<file path="config.mk">
export PLATFORM = sky130hd
export DESIGN_NAME = hsl_to_rgb_converter_flat
export DESIGN_NICKNAME = d
export VERILOG_FILES = /design/src/hw/rtl/hsl_pkg.sv /design/src/hw/rtl/hsl_if.sv /design/src/hw/rtl/hsl_lvl.sv /design/src/hw/rtl/hsl_ramp.sv /design/src/hw/rtl/hsl_div.sv /design/src/hw/rtl/hsl_to_rgb_converter.sv /design/src/flat_wrapper.sv
export SDC_FILE = /design/constraint.sdc
export NUM_CORES = 2
export LEC_CHECK = 0
export BUFFER_PORTS_ARGS = -buffer_cell sky130_fd_sc_hd__buf_2
export CORE_ASPECT_RATIO = 2
export CORE_MARGIN = 5
export CORE_UTILIZATION = 35
export CTS_CLUSTER_DIAMETER = 200
export DETAILED_ROUTE_END_ITERATION = 10
export RECOVER_POWER = 50
export SLEW_MARGIN = 20
export SYNTH_ARGS = -nofsm -noshare
export SYNTH_HDL_FRONTEND = slang
export SYNTH_SLANG_ARGS = --single-unit
</file>
<file path="constraint.sdc">
create_clock -name clk -period 24 [get_ports clk]
set_input_delay 6 -clock clk [delete_from_list [all_inputs] [get_ports clk]]
set_output_delay 6 -clock clk [all_outputs]
set_load 0.01 [all_outputs]
</file>
<file path="src/hw/rtl/hsl_pkg.sv">
// Shared widths, constants and types for the HSL to RGB converter.
// No dependencies; RTL files use scoped names, the sim files import the package.
package hsl_pkg;

    localparam int HUE_W = 9;     // hue in whole degrees
    localparam int PCT_W = 7;     // saturation and luminance in whole percent
    localparam int CH_W  = 8;     // one color channel
    localparam int LVL_W = 14;    // intermediate levels in units of 1/10000
    localparam int NUM_W = 20;    // ramp numerator, level times 600000
    localparam int RMP_W = 6;     // ramp slope factor, 0..60

    localparam int LANES      = 3;
    localparam int LANE_RED   = 0;
    localparam int LANE_GREEN = 1;
    localparam int LANE_BLUE  = 2;

    localparam int HUE_TURN   = 360;
    localparam int HUE_THIRD  = 120;
    localparam int HUE_2THIRD = 240;
    localparam int HUE_SIXTH  = 60;
    localparam int HUE_HALF   = 180;
    localparam int PCT_MAX    = 100;
    localparam int PCT_HALF   = 50;
    localparam int RAMP_DEN   = 600000;
    localparam int RAMP_ODD   = 9375;    // odd factor of RAMP_DEN
    localparam int RAMP_SHIFT = 6;       // RAMP_DEN is RAMP_ODD shifted left by this

    typedef logic [LANES-1:0][HUE_W-1:0] hue_vec_t;
    typedef logic [LANES-1:0][NUM_W-1:0] num_vec_t;
    typedef logic [LANES-1:0][CH_W-1:0]  rgb_t;

    // Upper and lower levels plus the three hue arguments of one request.
    typedef struct packed {
        logic [LVL_W-1:0] hi;
        logic [LVL_W-1:0] lo;
        hue_vec_t         hue;
    } lvl_t;

endpackage

</file>
<file path="src/hw/rtl/hsl_if.sv">
// Valid/ready channel interfaces for the HSL to RGB converter.
// Depends on hsl_pkg for the field widths.
interface hsl_in_if;
    logic                        valid;
    logic                        ready;
    logic [hsl_pkg::HUE_W-1:0]   hue_degrees;
    logic [hsl_pkg::PCT_W-1:0]   saturation_pct;
    logic [hsl_pkg::PCT_W-1:0]   luminance_pct;

    modport source (output valid, hue_degrees, saturation_pct, luminance_pct, input ready);
    modport sink   (input valid, hue_degrees, saturation_pct, luminance_pct, output ready);
endinterface

interface hsl_out_if;
    logic                       valid;
    logic                       ready;
    logic [hsl_pkg::CH_W-1:0]   red;
    logic [hsl_pkg::CH_W-1:0]   green;
    logic [hsl_pkg::CH_W-1:0]   blue;

    modport source (output valid, red, green, blue, input ready);
    modport sink   (input valid, red, green, blue, output ready);
endinterface

</file>
<file path="src/hw/rtl/hsl_lvl.sv">
// Front end: input clamping stage and the stage that forms the two levels
// and the three hue arguments. Depends on hsl_pkg.
module hsl_lvl (
    input  logic                       clk,
    input  logic                       rst_n,
    input  logic                       en,
    input  logic                       in_valid,
    input  logic [hsl_pkg::HUE_W-1:0]  hue_degrees,
    input  logic [hsl_pkg::PCT_W-1:0]  saturation_pct,
    input  logic [hsl_pkg::PCT_W-1:0]  luminance_pct,
    output logic                       lvl_valid,
    output hsl_pkg::lvl_t              lvl
);

    logic                      vld0_reg;
    logic                      vld1_reg;
    logic [hsl_pkg::HUE_W-1:0] hue_reg, hue_next;
    logic [hsl_pkg::PCT_W-1:0] sat_reg, sat_next;
    logic [hsl_pkg::PCT_W-1:0] lum_reg, lum_next;
    hsl_pkg::lvl_t             lvl_reg, lvl_next;

    logic [15:0]               hi_wide;
    logic [15:0]               lo_wide;
    logic [hsl_pkg::HUE_W:0]   hue_red;

    // Hue 360 and above wraps once; saturation and luminance clip at 100.
    always_comb
    begin
        hue_next = (hue_degrees >= hsl_pkg::HUE_W'(hsl_pkg::HUE_TURN))
                   ? hue_degrees - hsl_pkg::HUE_W'(hsl_pkg::HUE_TURN) : hue_degrees;
        sat_next = (saturation_pct > hsl_pkg::PCT_W'(hsl_pkg::PCT_MAX))
                   ? hsl_pkg::PCT_W'(hsl_pkg::PCT_MAX) : saturation_pct;
        lum_next = (luminance_pct > hsl_pkg::PCT_W'(hsl_pkg::PCT_MAX))
                   ? hsl_pkg::PCT_W'(hsl_pkg::PCT_MAX) : luminance_pct;
    end

    // With zero saturation both levels equal 100 times luminance, which
    // makes every ramp flat and yields the grey value directly.
    always_comb
    begin
        if (lum_reg < hsl_pkg::PCT_W'(hsl_pkg::PCT_HALF))
        begin
            hi_wide = 16'(lum_reg) * (16'(sat_reg) + 16'(hsl_pkg::PCT_MAX));
        end
        else
        begin
            hi_wide = 16'(hsl_pkg::PCT_MAX) * (16'(lum_reg) + 16'(sat_reg))
                      - 16'(sat_reg) * 16'(lum_reg);
        end
        lo_wide = 16'(2 * hsl_pkg::PCT_MAX) * 16'(lum_reg) - hi_wide;

        hue_red = 10'(hue_reg) + 10'(hsl_pkg::HUE_THIRD);
        if (hue_red > 10'(hsl_pkg::HUE_TURN))
        begin
            hue_red = hue_red - 10'(hsl_pkg::HUE_TURN);
        end

        lvl_next.hi = hi_wide[hsl_pkg::LVL_W-1:0];
        lvl_next.lo = lo_wide[hsl_pkg::LVL_W-1:0];
        lvl_next.hue[hsl_pkg::LANE_RED]   = hue_red[hsl_pkg::HUE_W-1:0];
        lvl_next.hue[hsl_pkg::LANE_GREEN] = hue_reg;
        lvl_next.hue[hsl_pkg::LANE_BLUE]  =
            (hue_reg < hsl_pkg::HUE_W'(hsl_pkg::HUE_THIRD))
            ? hue_reg + hsl_pkg::HUE_W'(hsl_pkg::HUE_2THIRD)
            : hue_reg - hsl_pkg::HUE_W'(hsl_pkg::HUE_THIRD);
    end

    always_ff @(posedge clk or negedge rst_n)
    begin
        if (!rst_n)
        begin
            vld0_reg <= 1'b0;
            vld1_reg <= 1'b0;
        end
        else if (en)
        begin
            vld0_reg <= in_valid;
            vld1_reg <= vld0_reg;
        end
    end

    always_ff @(posedge clk)
    begin
        if (en)
        begin
            hue_reg <= hue_next;
            sat_reg <= sat_next;
            lum_reg <= lum_next;
            lvl_reg <= lvl_next;
        end
    end

    assign lvl_valid = vld1_reg;
    assign lvl       = lvl_reg;

endmodule

</file>
<file path="src/hw/rtl/hsl_ramp.sv">
// Hue ramp stage: turns the two levels and three hue arguments into three
// channel numerators over 600000. Depends on hsl_pkg.
module hsl_ramp (
    input  logic              clk,
    input  logic              rst_n,
    input  logic              en,
    input  logic              lvl_valid,
    input  hsl_pkg::lvl_t     lvl,
    output logic              num_valid,
    output hsl_pkg::num_vec_t num
);

    logic                      vld_reg;
    hsl_pkg::num_vec_t         num_reg, num_next;
    logic [hsl_pkg::LVL_W-1:0] diff;
    logic [hsl_pkg::RMP_W-1:0] slope [hsl_pkg::LANES];

    // Every ramp segment is lo*60 + (hi - lo)*f, where f rises 0..60 on the
    // first sixth, holds at 60 to one half, falls back by two thirds, then is 0.
    always_comb
    begin
        diff = lvl.hi - lvl.lo;
        for (int l = 0; l < hsl_pkg::LANES; l++)
        begin
            if (lvl.hue[l] < hsl_pkg::HUE_W'(hsl_pkg::HUE_SIXTH))
            begin
                slope[l] = lvl.hue[l][hsl_pkg::RMP_W-1:0];
            end
            else if (lvl.hue[l] < hsl_pkg::HUE_W'(hsl_pkg::HUE_HALF))
            begin
                slope[l] = hsl_pkg::RMP_W'(hsl_pkg::HUE_SIXTH);
            end
            else if (lvl.hue[l] < hsl_pkg::HUE_W'(hsl_pkg::HUE_2THIRD))
            begin
                slope[l] = hsl_pkg::RMP_W'(hsl_pkg::HUE_W'(hsl_pkg::HUE_2THIRD) - lvl.hue[l]);
            end
            else
            begin
                slope[l] = '0;
            end
            num_next[l] = hsl_pkg::NUM_W'(lvl.lo) * hsl_pkg::NUM_W'(hsl_pkg::HUE_SIXTH)
                        + hsl_pkg::NUM_W'(diff) * hsl_pkg::NUM_W'(slope[l]);
        end
    end

    always_ff @(posedge clk or negedge rst_n)
    begin
        if (!rst_n)
        begin
            vld_reg <= 1'b0;
        end
        else if (en)
        begin
            vld_reg <= lvl_valid;
        end
    end

    always_ff @(posedge clk)
    begin
        if (en)
        begin
            num_reg <= num_next;
        end
    end

    assign num_valid = vld_reg;
    assign num       = num_reg;

endmodule

</file>
<file path="src/hw/rtl/hsl_div.sv">
// Pipelined division by 600000 for all three channels as a reciprocal
// multiplication with round-up, then scaling by 255. Depends on hsl_pkg.
module hsl_div #(
    parameter int FRAC_BITS = 24
) (
    input  logic              clk,
    input  logic              rst_n,
    input  logic              en,
    input  logic              num_valid,
    input  hsl_pkg::num_vec_t num,
    output logic              rgb_valid,
    output hsl_pkg::rgb_t     rgb
);

    // 600000 is 9375 shifted left by 6, so num * 2**FRAC_BITS / 600000 is the
    // scaled numerator num * 2**(FRAC_BITS-6) over 9375. Adding 9374 first
    // turns the truncating quotient into the rounded-up one.
    localparam int STG = 4;                      // bias, products, sum, scale
    localparam int QW  = FRAC_BITS + 1;          // quotient reaches 2**FRAC_BITS
    localparam int NW  = hsl_pkg::NUM_W + FRAC_BITS - hsl_pkg::RAMP_SHIFT;
    localparam int SH  = NW + $clog2(hsl_pkg::RAMP_ODD);
    localparam int MW  = NW + 1;                 // reciprocal width
    localparam int HW  = 24;                     // multiplier split point
    localparam int LLW = 2 * HW;
    localparam int PW  = NW + MW;                // full product
    localparam int HHW = PW - LLW;
    localparam int CW  = QW + hsl_pkg::CH_W;     // quotient times 255

    // With the shift one divisor width above the numerator width, the
    // rounded-up reciprocal gives the exact quotient for every numerator.
    localparam longint unsigned RECIP =
        ((64'd1 << SH) + 64'(hsl_pkg::RAMP_ODD - 1)) / 64'(hsl_pkg::RAMP_ODD);
    localparam logic [MW-1:0]    RCP    = MW'(RECIP);
    localparam logic [HW-1:0]    RCP_LO = RCP[HW-1:0];
    localparam logic [MW-HW-1:0] RCP_HI = RCP[MW-1:HW];

    logic [STG-1:0]                vld_reg;
    logic [NW-1:0]                 scl_reg  [hsl_pkg::LANES];
    logic [NW-1:0]                 scl_next [hsl_pkg::LANES];
    logic [LLW-1:0]                pll_reg  [hsl_pkg::LANES];
    logic [LLW-1:0]                pll_next [hsl_pkg::LANES];
    logic [MW-1:0]                 plh_reg  [hsl_pkg::LANES];
    logic [MW-1:0]                 plh_next [hsl_pkg::LANES];
    logic [NW-1:0]                 phl_reg  [hsl_pkg::LANES];
    logic [NW-1:0]                 phl_next [hsl_pkg::LANES];
    logic [HHW-1:0]                phh_reg  [hsl_pkg::LANES];
    logic [HHW-1:0]                phh_next [hsl_pkg::LANES];
    logic [QW-1:0]                 fx_reg   [hsl_pkg::LANES];
    logic [QW-1:0]                 fx_next  [hsl_pkg::LANES];
    hsl_pkg::rgb_t                 rgb_reg, rgb_next;

    logic [PW-1:0]                 prod;
    logic [CW-1:0]                 scaled;

    always_comb
    begin
        prod   = '0;
        scaled = '0;
        for (int l = 0; l < hsl_pkg::LANES; l++)
        begin
            scl_next[l] = (NW'(num[l]) << (FRAC_BITS - hsl_pkg::RAMP_SHIFT))
                        + NW'(hsl_pkg::RAMP_ODD - 1);
            // Four partial products of the split numerator and reciprocal.
            pll_next[l] = LLW'(scl_reg[l][HW-1:0]) * LLW'(RCP_LO);
            plh_next[l] = MW'(scl_reg[l][HW-1:0]) * MW'(RCP_HI);
            phl_next[l] = NW'(scl_reg[l][NW-1:HW]) * NW'(RCP_LO);
            phh_next[l] = HHW'(scl_reg[l][NW-1:HW]) * HHW'(RCP_HI);
            prod = (PW'(phh_reg[l]) << LLW)
                 + ((PW'(plh_reg[l]) + PW'(phl_reg[l])) << HW)
                 + PW'(pll_reg[l]);
            fx_next[l] = prod[SH +: QW];
            scaled = {fx_reg[l], {hsl_pkg::CH_W{1'b0}}} - CW'(fx_reg[l]);
            rgb_next[l] = scaled[FRAC_BITS +: hsl_pkg::CH_W];
        end
    end

    always_ff @(posedge clk or negedge rst_n)
    begin
        if (!rst_n)
        begin
            vld_reg <= '0;
        end
        else if (en)
        begin
            vld_reg <= {vld_reg[STG-2:0], num_valid};
        end
    end

    always_ff @(posedge clk)
    begin
        if (en)
        begin
            scl_reg <= scl_next;
            pll_reg <= pll_next;
            plh_reg <= plh_next;
            phl_reg <= phl_next;
            phh_reg <= phh_next;
            fx_reg  <= fx_next;
            rgb_reg <= rgb_next;
        end
    end

    assign rgb_valid = vld_reg[STG-1];
    assign rgb       = rgb_reg;

endmodule

</file>
<file path="src/hw/rtl/hsl_to_rgb_converter.sv">
// HSL to RGB converter: takes one request per clock cycle (hue in degrees,
// saturation and luminance in percent) and returns 8-bit red, green and blue.
// The pipeline is a clamping stage, the stage that forms the two levels,
// the hue ramp stage and four divider stages that round each level up into
// FRAC_BITS fraction bits by reciprocal multiplication and scale it by 255.
// Throughput is one request per cycle with no gaps; the whole pipeline stalls
// only when a result is held in the output skid register, and one request is
// still taken in the first cycle that the output is back-pressured.
// Depends on hsl_pkg, hsl_if, hsl_lvl, hsl_ramp and hsl_div.
module hsl_to_rgb_converter #(
    parameter int FRAC_BITS = 24
) (
    input  logic         clk,
    input  logic         rst_n,
    hsl_in_if.sink       pix_in,
    hsl_out_if.source    pix_out
);

    logic              pipe_en;
    logic              lvl_valid;
    hsl_pkg::lvl_t     lvl;
    logic              num_valid;
    hsl_pkg::num_vec_t num;
    logic              res_valid;
    hsl_pkg::rgb_t     res;
    logic              skid_valid_reg;
    hsl_pkg::rgb_t     skid_reg;
    hsl_pkg::rgb_t     out_rgb;

    assign pipe_en      = !skid_valid_reg;
    assign pix_in.ready = pipe_en;

    hsl_lvl u_lvl (
        .clk            (clk),
        .rst_n          (rst_n),
        .en             (pipe_en),
        .in_valid       (pix_in.valid),
        .hue_degrees    (pix_in.hue_degrees),
        .saturation_pct (pix_in.saturation_pct),
        .luminance_pct  (pix_in.luminance_pct),
        .lvl_valid      (lvl_valid),
        .lvl            (lvl)
    );

    hsl_ramp u_ramp (
        .clk       (clk),
        .rst_n     (rst_n),
        .en        (pipe_en),
        .lvl_valid (lvl_valid),
        .lvl       (lvl),
        .num_valid (num_valid),
        .num       (num)
    );

    hsl_div #(
        .FRAC_BITS (FRAC_BITS)
    ) u_div (
        .clk       (clk),
        .rst_n     (rst_n),
        .en        (pipe_en),
        .num_valid (num_valid),
        .num       (num),
        .rgb_valid (res_valid),
        .rgb       (res)
    );

    // The skid register holds the older result; the pipeline's last stage
    // stays frozen behind it until it has been taken.
    always_ff @(posedge clk or negedge rst_n)
    begin
        if (!rst_n)
        begin
            skid_valid_reg <= 1'b0;
        end
        else if (skid_valid_reg)
        begin
            if (pix_out.ready)
            begin
                skid_valid_reg <= 1'b0;
            end
        end
        else if (res_valid && !pix_out.ready)
        begin
            skid_valid_reg <= 1'b1;
        end
    end

    always_ff @(posedge clk)
    begin
        if (!skid_valid_reg && res_valid && !pix_out.ready)
        begin
            skid_reg <= res;
        end
    end

    assign out_rgb       = skid_valid_reg ? skid_reg : res;
    assign pix_out.valid = skid_valid_reg || res_valid;
    assign pix_out.red   = out_rgb[hsl_pkg::LANE_RED];
    assign pix_out.green = out_rgb[hsl_pkg::LANE_GREEN];
    assign pix_out.blue  = out_rgb[hsl_pkg::LANE_BLUE];

endmodule

</file>
<file path="src/flat_wrapper.sv">
// flat-port wrapper written by rule: the top's interface ports become plain ports
module hsl_to_rgb_converter_flat 
#(
    parameter int FRAC_BITS = 24
)
  (clk, rst_n, pix_in_valid, pix_in_hue_degrees, pix_in_saturation_pct, pix_in_luminance_pct, pix_in_ready, pix_out_valid, pix_out_red, pix_out_green, pix_out_blue, pix_out_ready);
  hsl_in_if pix_in_i ();
  hsl_out_if pix_out_i ();
  input  logic clk;
  input  logic rst_n;
  input wire logic [$bits(pix_in_i.valid)-1:0] pix_in_valid;
  input wire logic [$bits(pix_in_i.hue_degrees)-1:0] pix_in_hue_degrees;
  input wire logic [$bits(pix_in_i.saturation_pct)-1:0] pix_in_saturation_pct;
  input wire logic [$bits(pix_in_i.luminance_pct)-1:0] pix_in_luminance_pct;
  output wire logic [$bits(pix_in_i.ready)-1:0] pix_in_ready;
  output wire logic [$bits(pix_out_i.valid)-1:0] pix_out_valid;
  output wire logic [$bits(pix_out_i.red)-1:0] pix_out_red;
  output wire logic [$bits(pix_out_i.green)-1:0] pix_out_green;
  output wire logic [$bits(pix_out_i.blue)-1:0] pix_out_blue;
  input wire logic [$bits(pix_out_i.ready)-1:0] pix_out_ready;
  assign pix_in_i.valid = pix_in_valid;
  assign pix_in_i.hue_degrees = pix_in_hue_degrees;
  assign pix_in_i.saturation_pct = pix_in_saturation_pct;
  assign pix_in_i.luminance_pct = pix_in_luminance_pct;
  assign pix_in_ready = pix_in_i.ready;
  assign pix_out_valid = pix_out_i.valid;
  assign pix_out_red = pix_out_i.red;
  assign pix_out_green = pix_out_i.green;
  assign pix_out_blue = pix_out_i.blue;
  assign pix_out_i.ready = pix_out_ready;
  hsl_to_rgb_converter #(.FRAC_BITS(FRAC_BITS)) u_core (.clk(clk), .rst_n(rst_n), .pix_in(pix_in_i), .pix_out(pix_out_i));
endmodule
</file>
==> results.py <==
metrics = {
    "run_status": {
        "status": "finished with violations",
        "violations": "max-capacitance violations, max-slew violations",
    },
    "placed_design": {
        "place_ws_ns": 15.98,
        "dp_hpwl_mm": 179.5,
        "place.gp.congestion": 0.9494,
        "dpl.cell_count": 10910,
        "portBuffers": 52,
    },
    "sta": {
        "fmax_mhz": 73.81,
        "rsz0062_at_grt": "false",
        "fin_crit_ns": 13.55,
        "worst_pin_slew_ns": 3.966,
        "min_period_over_period": 0.5645,
        "setup-tns-final_ns": 0,
        "relSlewSlack": -1.644,
        "slew_viol_final": 631,
        "setup_slack_ns": 10.45,
        "skew_ns": 0.04015,
        "finalSetupViolations": 0,
        "hold_viol_final": 0,
    },
    "worst_hold_path": {
        "whs_path_depth": 0,
        "hold_end": "u_core.u_div.scl_reg[21]",
        "hp-start": "u_core.u_ramp.num[43]",
        "hold_class": "reg2reg",
    },
    "clock_network": {
        "ctsResizeCount": 0,
        "cts_sinks": 625,
        "cts_buffer_depth": 3,
        "ctsHtreeMaxLevel": 3,
        "clk_pin_slew_ns": 0.06,
        "cts_buffers": 69,
        "clock-root-buffer": "clkbuf_16",
        "hold_buffers": 0,
        "clk_latency_ns": 0.69,
        "cts_tree": "yes",
        "cts_setup_buffers": 0,
    },
    "global_route": {
        "grt_first_pass_wirelength_mm": 327.5,
        "grt_pass1_vias": 62300,
        "antenna_found_initial": 5,
        "grt.total_usage": 0.1685,
        "grt_start_max_net_pins": 88,
        "gr-total-overflow": 0,
    },
    "logic_synthesis": {
        "synth_edf_count": 617,
        "yosys_register_bits": 625,
        "synthXorXnorAreaFrac": 0.06423,
        "yosys_warnings": 0,
        "syn_area_per_cell_sq_um": 10.61,
        "synth_compound_area_frac": 0.09117,
        "synth_top_family_by_area": "adder cells",
        "synth_cell_types": 86,
        "synthMuxAreaShare": 0.005246,
        "yosysSeqAreaShare": 0.2263,
        "async_reset_ff_frac": 0.01280,
        "synth_area_sq_um": 82770,
        "synth_fa_ha_area_frac": 0.4678,
        "synth-simple-area-share": 0.07817,
        "synthFlopType": "edfxtp_1",
        "netlist_instances": 7804,
    },
    "detailed_routing": {
        "drt-initial-drc-count": 1923,
        "drc_errors": 0,
        "final_antenna_net_count": 0,
        "post_drt_wl_per_cell_um": 18.86,
        "route.met2.wl_mm": 121.3,
        "wl_mm": 208.1,
        "top_layer_used": "met5",
        "route.met3.wl_mm": 4.462,
        "first_pass_iters": 5,
        "routed-via-count": 56000,
        "wl_met1_mm": 65.11,
        "vias_per_cell": 5.075,
    },
    "floorplan": {
        "die_h_um": 697.7,
        "rows": 252,
        "num_io_pins": 53,
        "die_width_um": 353.9,
        "initial_utilization": 0.3514,
        "dieArea_sq_um": 246900,
        "core-area_sq_um": 235500,
    },
    "setup_path": {
        "worstPathArrival_ns": 7.55,
        "r2r_end": "u_core.u_div.phh_reg[32]",
        "rrSetupSlack_ns": 12.72,
        "path_max_fanout": 87,
        "cp-end-kind": "primary output",
        "critPathRequiredTime_ns": 18.00,
        "r2r_cells": 5,
        "crit-reg2reg-launch": "u_core.skid_valid_reg",
        "crit_type": "reg2out",
        "critPathLaunchType": "register",
    },
    "cells_and_area": {
        "num-fill-cells": 22910,
        "finalNonFillerCells": 11030,
        "drive_gt1_frac": 0.03494,
        "syn_to_final_growth_pct": 7.818,
        "nets": 10510,
        "largest_reg_flops": 99,
    },
    "flow_run": {
        "drv_cap": 12,
    },
}
## metal layers
layer  GRT usage  up-vias
met5           0        -
met4      0.1162        2
met3     0.01619      566
met2      0.3523      940
met1      0.1448    27900
li1            -    26590
## cell usage after synthesis (7+ instances only)
cell type  instances  area share
fa_1             899        0.22
o2111ai_1         13      0.0014
nand2b_1          67      0.0051
o21ai_1           37      0.0022
o211ai_1          12      0.0011
a41o_1             8     0.00097
a211o_1           10      0.0011
dfrtp_1            8      0.0024
nor3b_1            8     0.00073
nand3_1           92      0.0056
o21a_1            69      0.0063
o21ai_0          171       0.010
o31a_1             7     0.00074
nor2_1           331       0.015
o41ai_1           13      0.0014
ha_1            1656        0.25
xor2_1           167       0.018
a211oi_1          26      0.0024
clkbuf_1          65      0.0029
xnor2_1          440       0.047
a21boi_1          14      0.0013
nor3_1            91      0.0055
a31oi_1           42      0.0032
o21bai_1          94      0.0085
a41oi_1           12      0.0013
inv_1           1411       0.064
a21boi_0          15      0.0014
nand4_1           32      0.0024
a31o_2            15      0.0016
nand2_1          391       0.018
o211a_1            8     0.00097
or3_1             29      0.0022
a21o_1           157       0.014
and2_1            81      0.0061
or2_2             19      0.0014
and3_1            44      0.0033
and4_1            12      0.0013
o31ai_1           18      0.0016
o22a_1            13      0.0014
mux2_2            35      0.0048
edfxtp_1         617        0.22
nor4_1            23      0.0017
nor2b_1           88      0.0067
a21oi_1          357       0.022
## cells by family (layout without fill, tap and decap cells)
kind of cell | after synthesis | count (layout)
AO/OA/AOI/OAI | 1159 | 1159
XOR/XNOR | 607 | 607
adder cells (fa/ha/maj) | 2555 | 2555
buffers and inverters | 1478 | 1630
flip-flops | 625 | 625
multiplexers | 39 | 39
other | 2 | 32
AND/OR/NAND/NOR | 1339 | 1339
## per-stage QoR
stage                 util  cell area (sq um)  hold slack (ns)
detailed placement  0.3695              87020           0.4052
global placement    0.3695              87020           0.4018
global route        0.3789              89240           0.4235
finish              0.3789              89240           0.4170
floorplan                -              82870           0.4003
CTS                 0.3791              89300           0.4193
## worst max-delay path by stage
stage	to	slack (ns)	startpoint
2_1_floorplan	pix_in_ready	5.81	u_core.skid_valid_reg
3_3_place_gp	u_core.u_ramp.num[39]	16.04	u_core.u_lvl.lvl[28]
3_5_place_dp	u_core.u_ramp.num[59]	15.98	u_core.u_lvl.lvl[28]
4_1_cts	pix_in_ready	15.54	u_core.skid_valid_reg
5_1_grt	pix_in_ready	9.66	u_core.skid_valid_reg
6_report	pix_in_ready	10.45	u_core.skid_valid_reg
## cell type report
cell class / count / area, sq um / area share
Timing Repair Buffer: 93 / 511.7 / 0.005734
Inverter: 1411 / 5298 / 0.05936
Clock buffer: 77 / 1778 / 0.01992
Clock inverter: 49 / 500.5 / 0.005608
Tap cell: 3048 / 3814 / 0.04274
Multi-Input combinational cell: 5729 / 58610 / 0.6567
Sequential cell: 625 / 18730 / 0.2099
Antenna cell: 2 / 5.005 / 0.00005608
## critical path, stage by stage, from the launching register on
cell,delay [ns]
dfrtp_1,0.56
clkbuf_1,1.41
clkinvlp_2,3.74
buf_2,1.03
## cell usage in the layout, fill, tap and decap left out, types with 33 or more instances in the layout
cell type and instances:
ha_1 1656, inv_1 1410, fa_1 899, edfxtp_1 617
xnor2_1 440, nand2_1 391, a21oi_1 357, nor2_1 330
o21ai_0 175, xor2_1 167, a21o_1 157, o21bai_1 94
nand3_1 92, nor3_1 91, nor2b_1 88, and2_1 78
clkbuf_16 70, o21a_1 69, nand2b_1 67, buf_2 52
and3_1 44, a31oi_1 42, mux2_2 34, o21ai_1 33
Power is left out: the tool's default activity adds up to more than one toggle a clock period on the data nets, which glitch-free logic cannot reach.
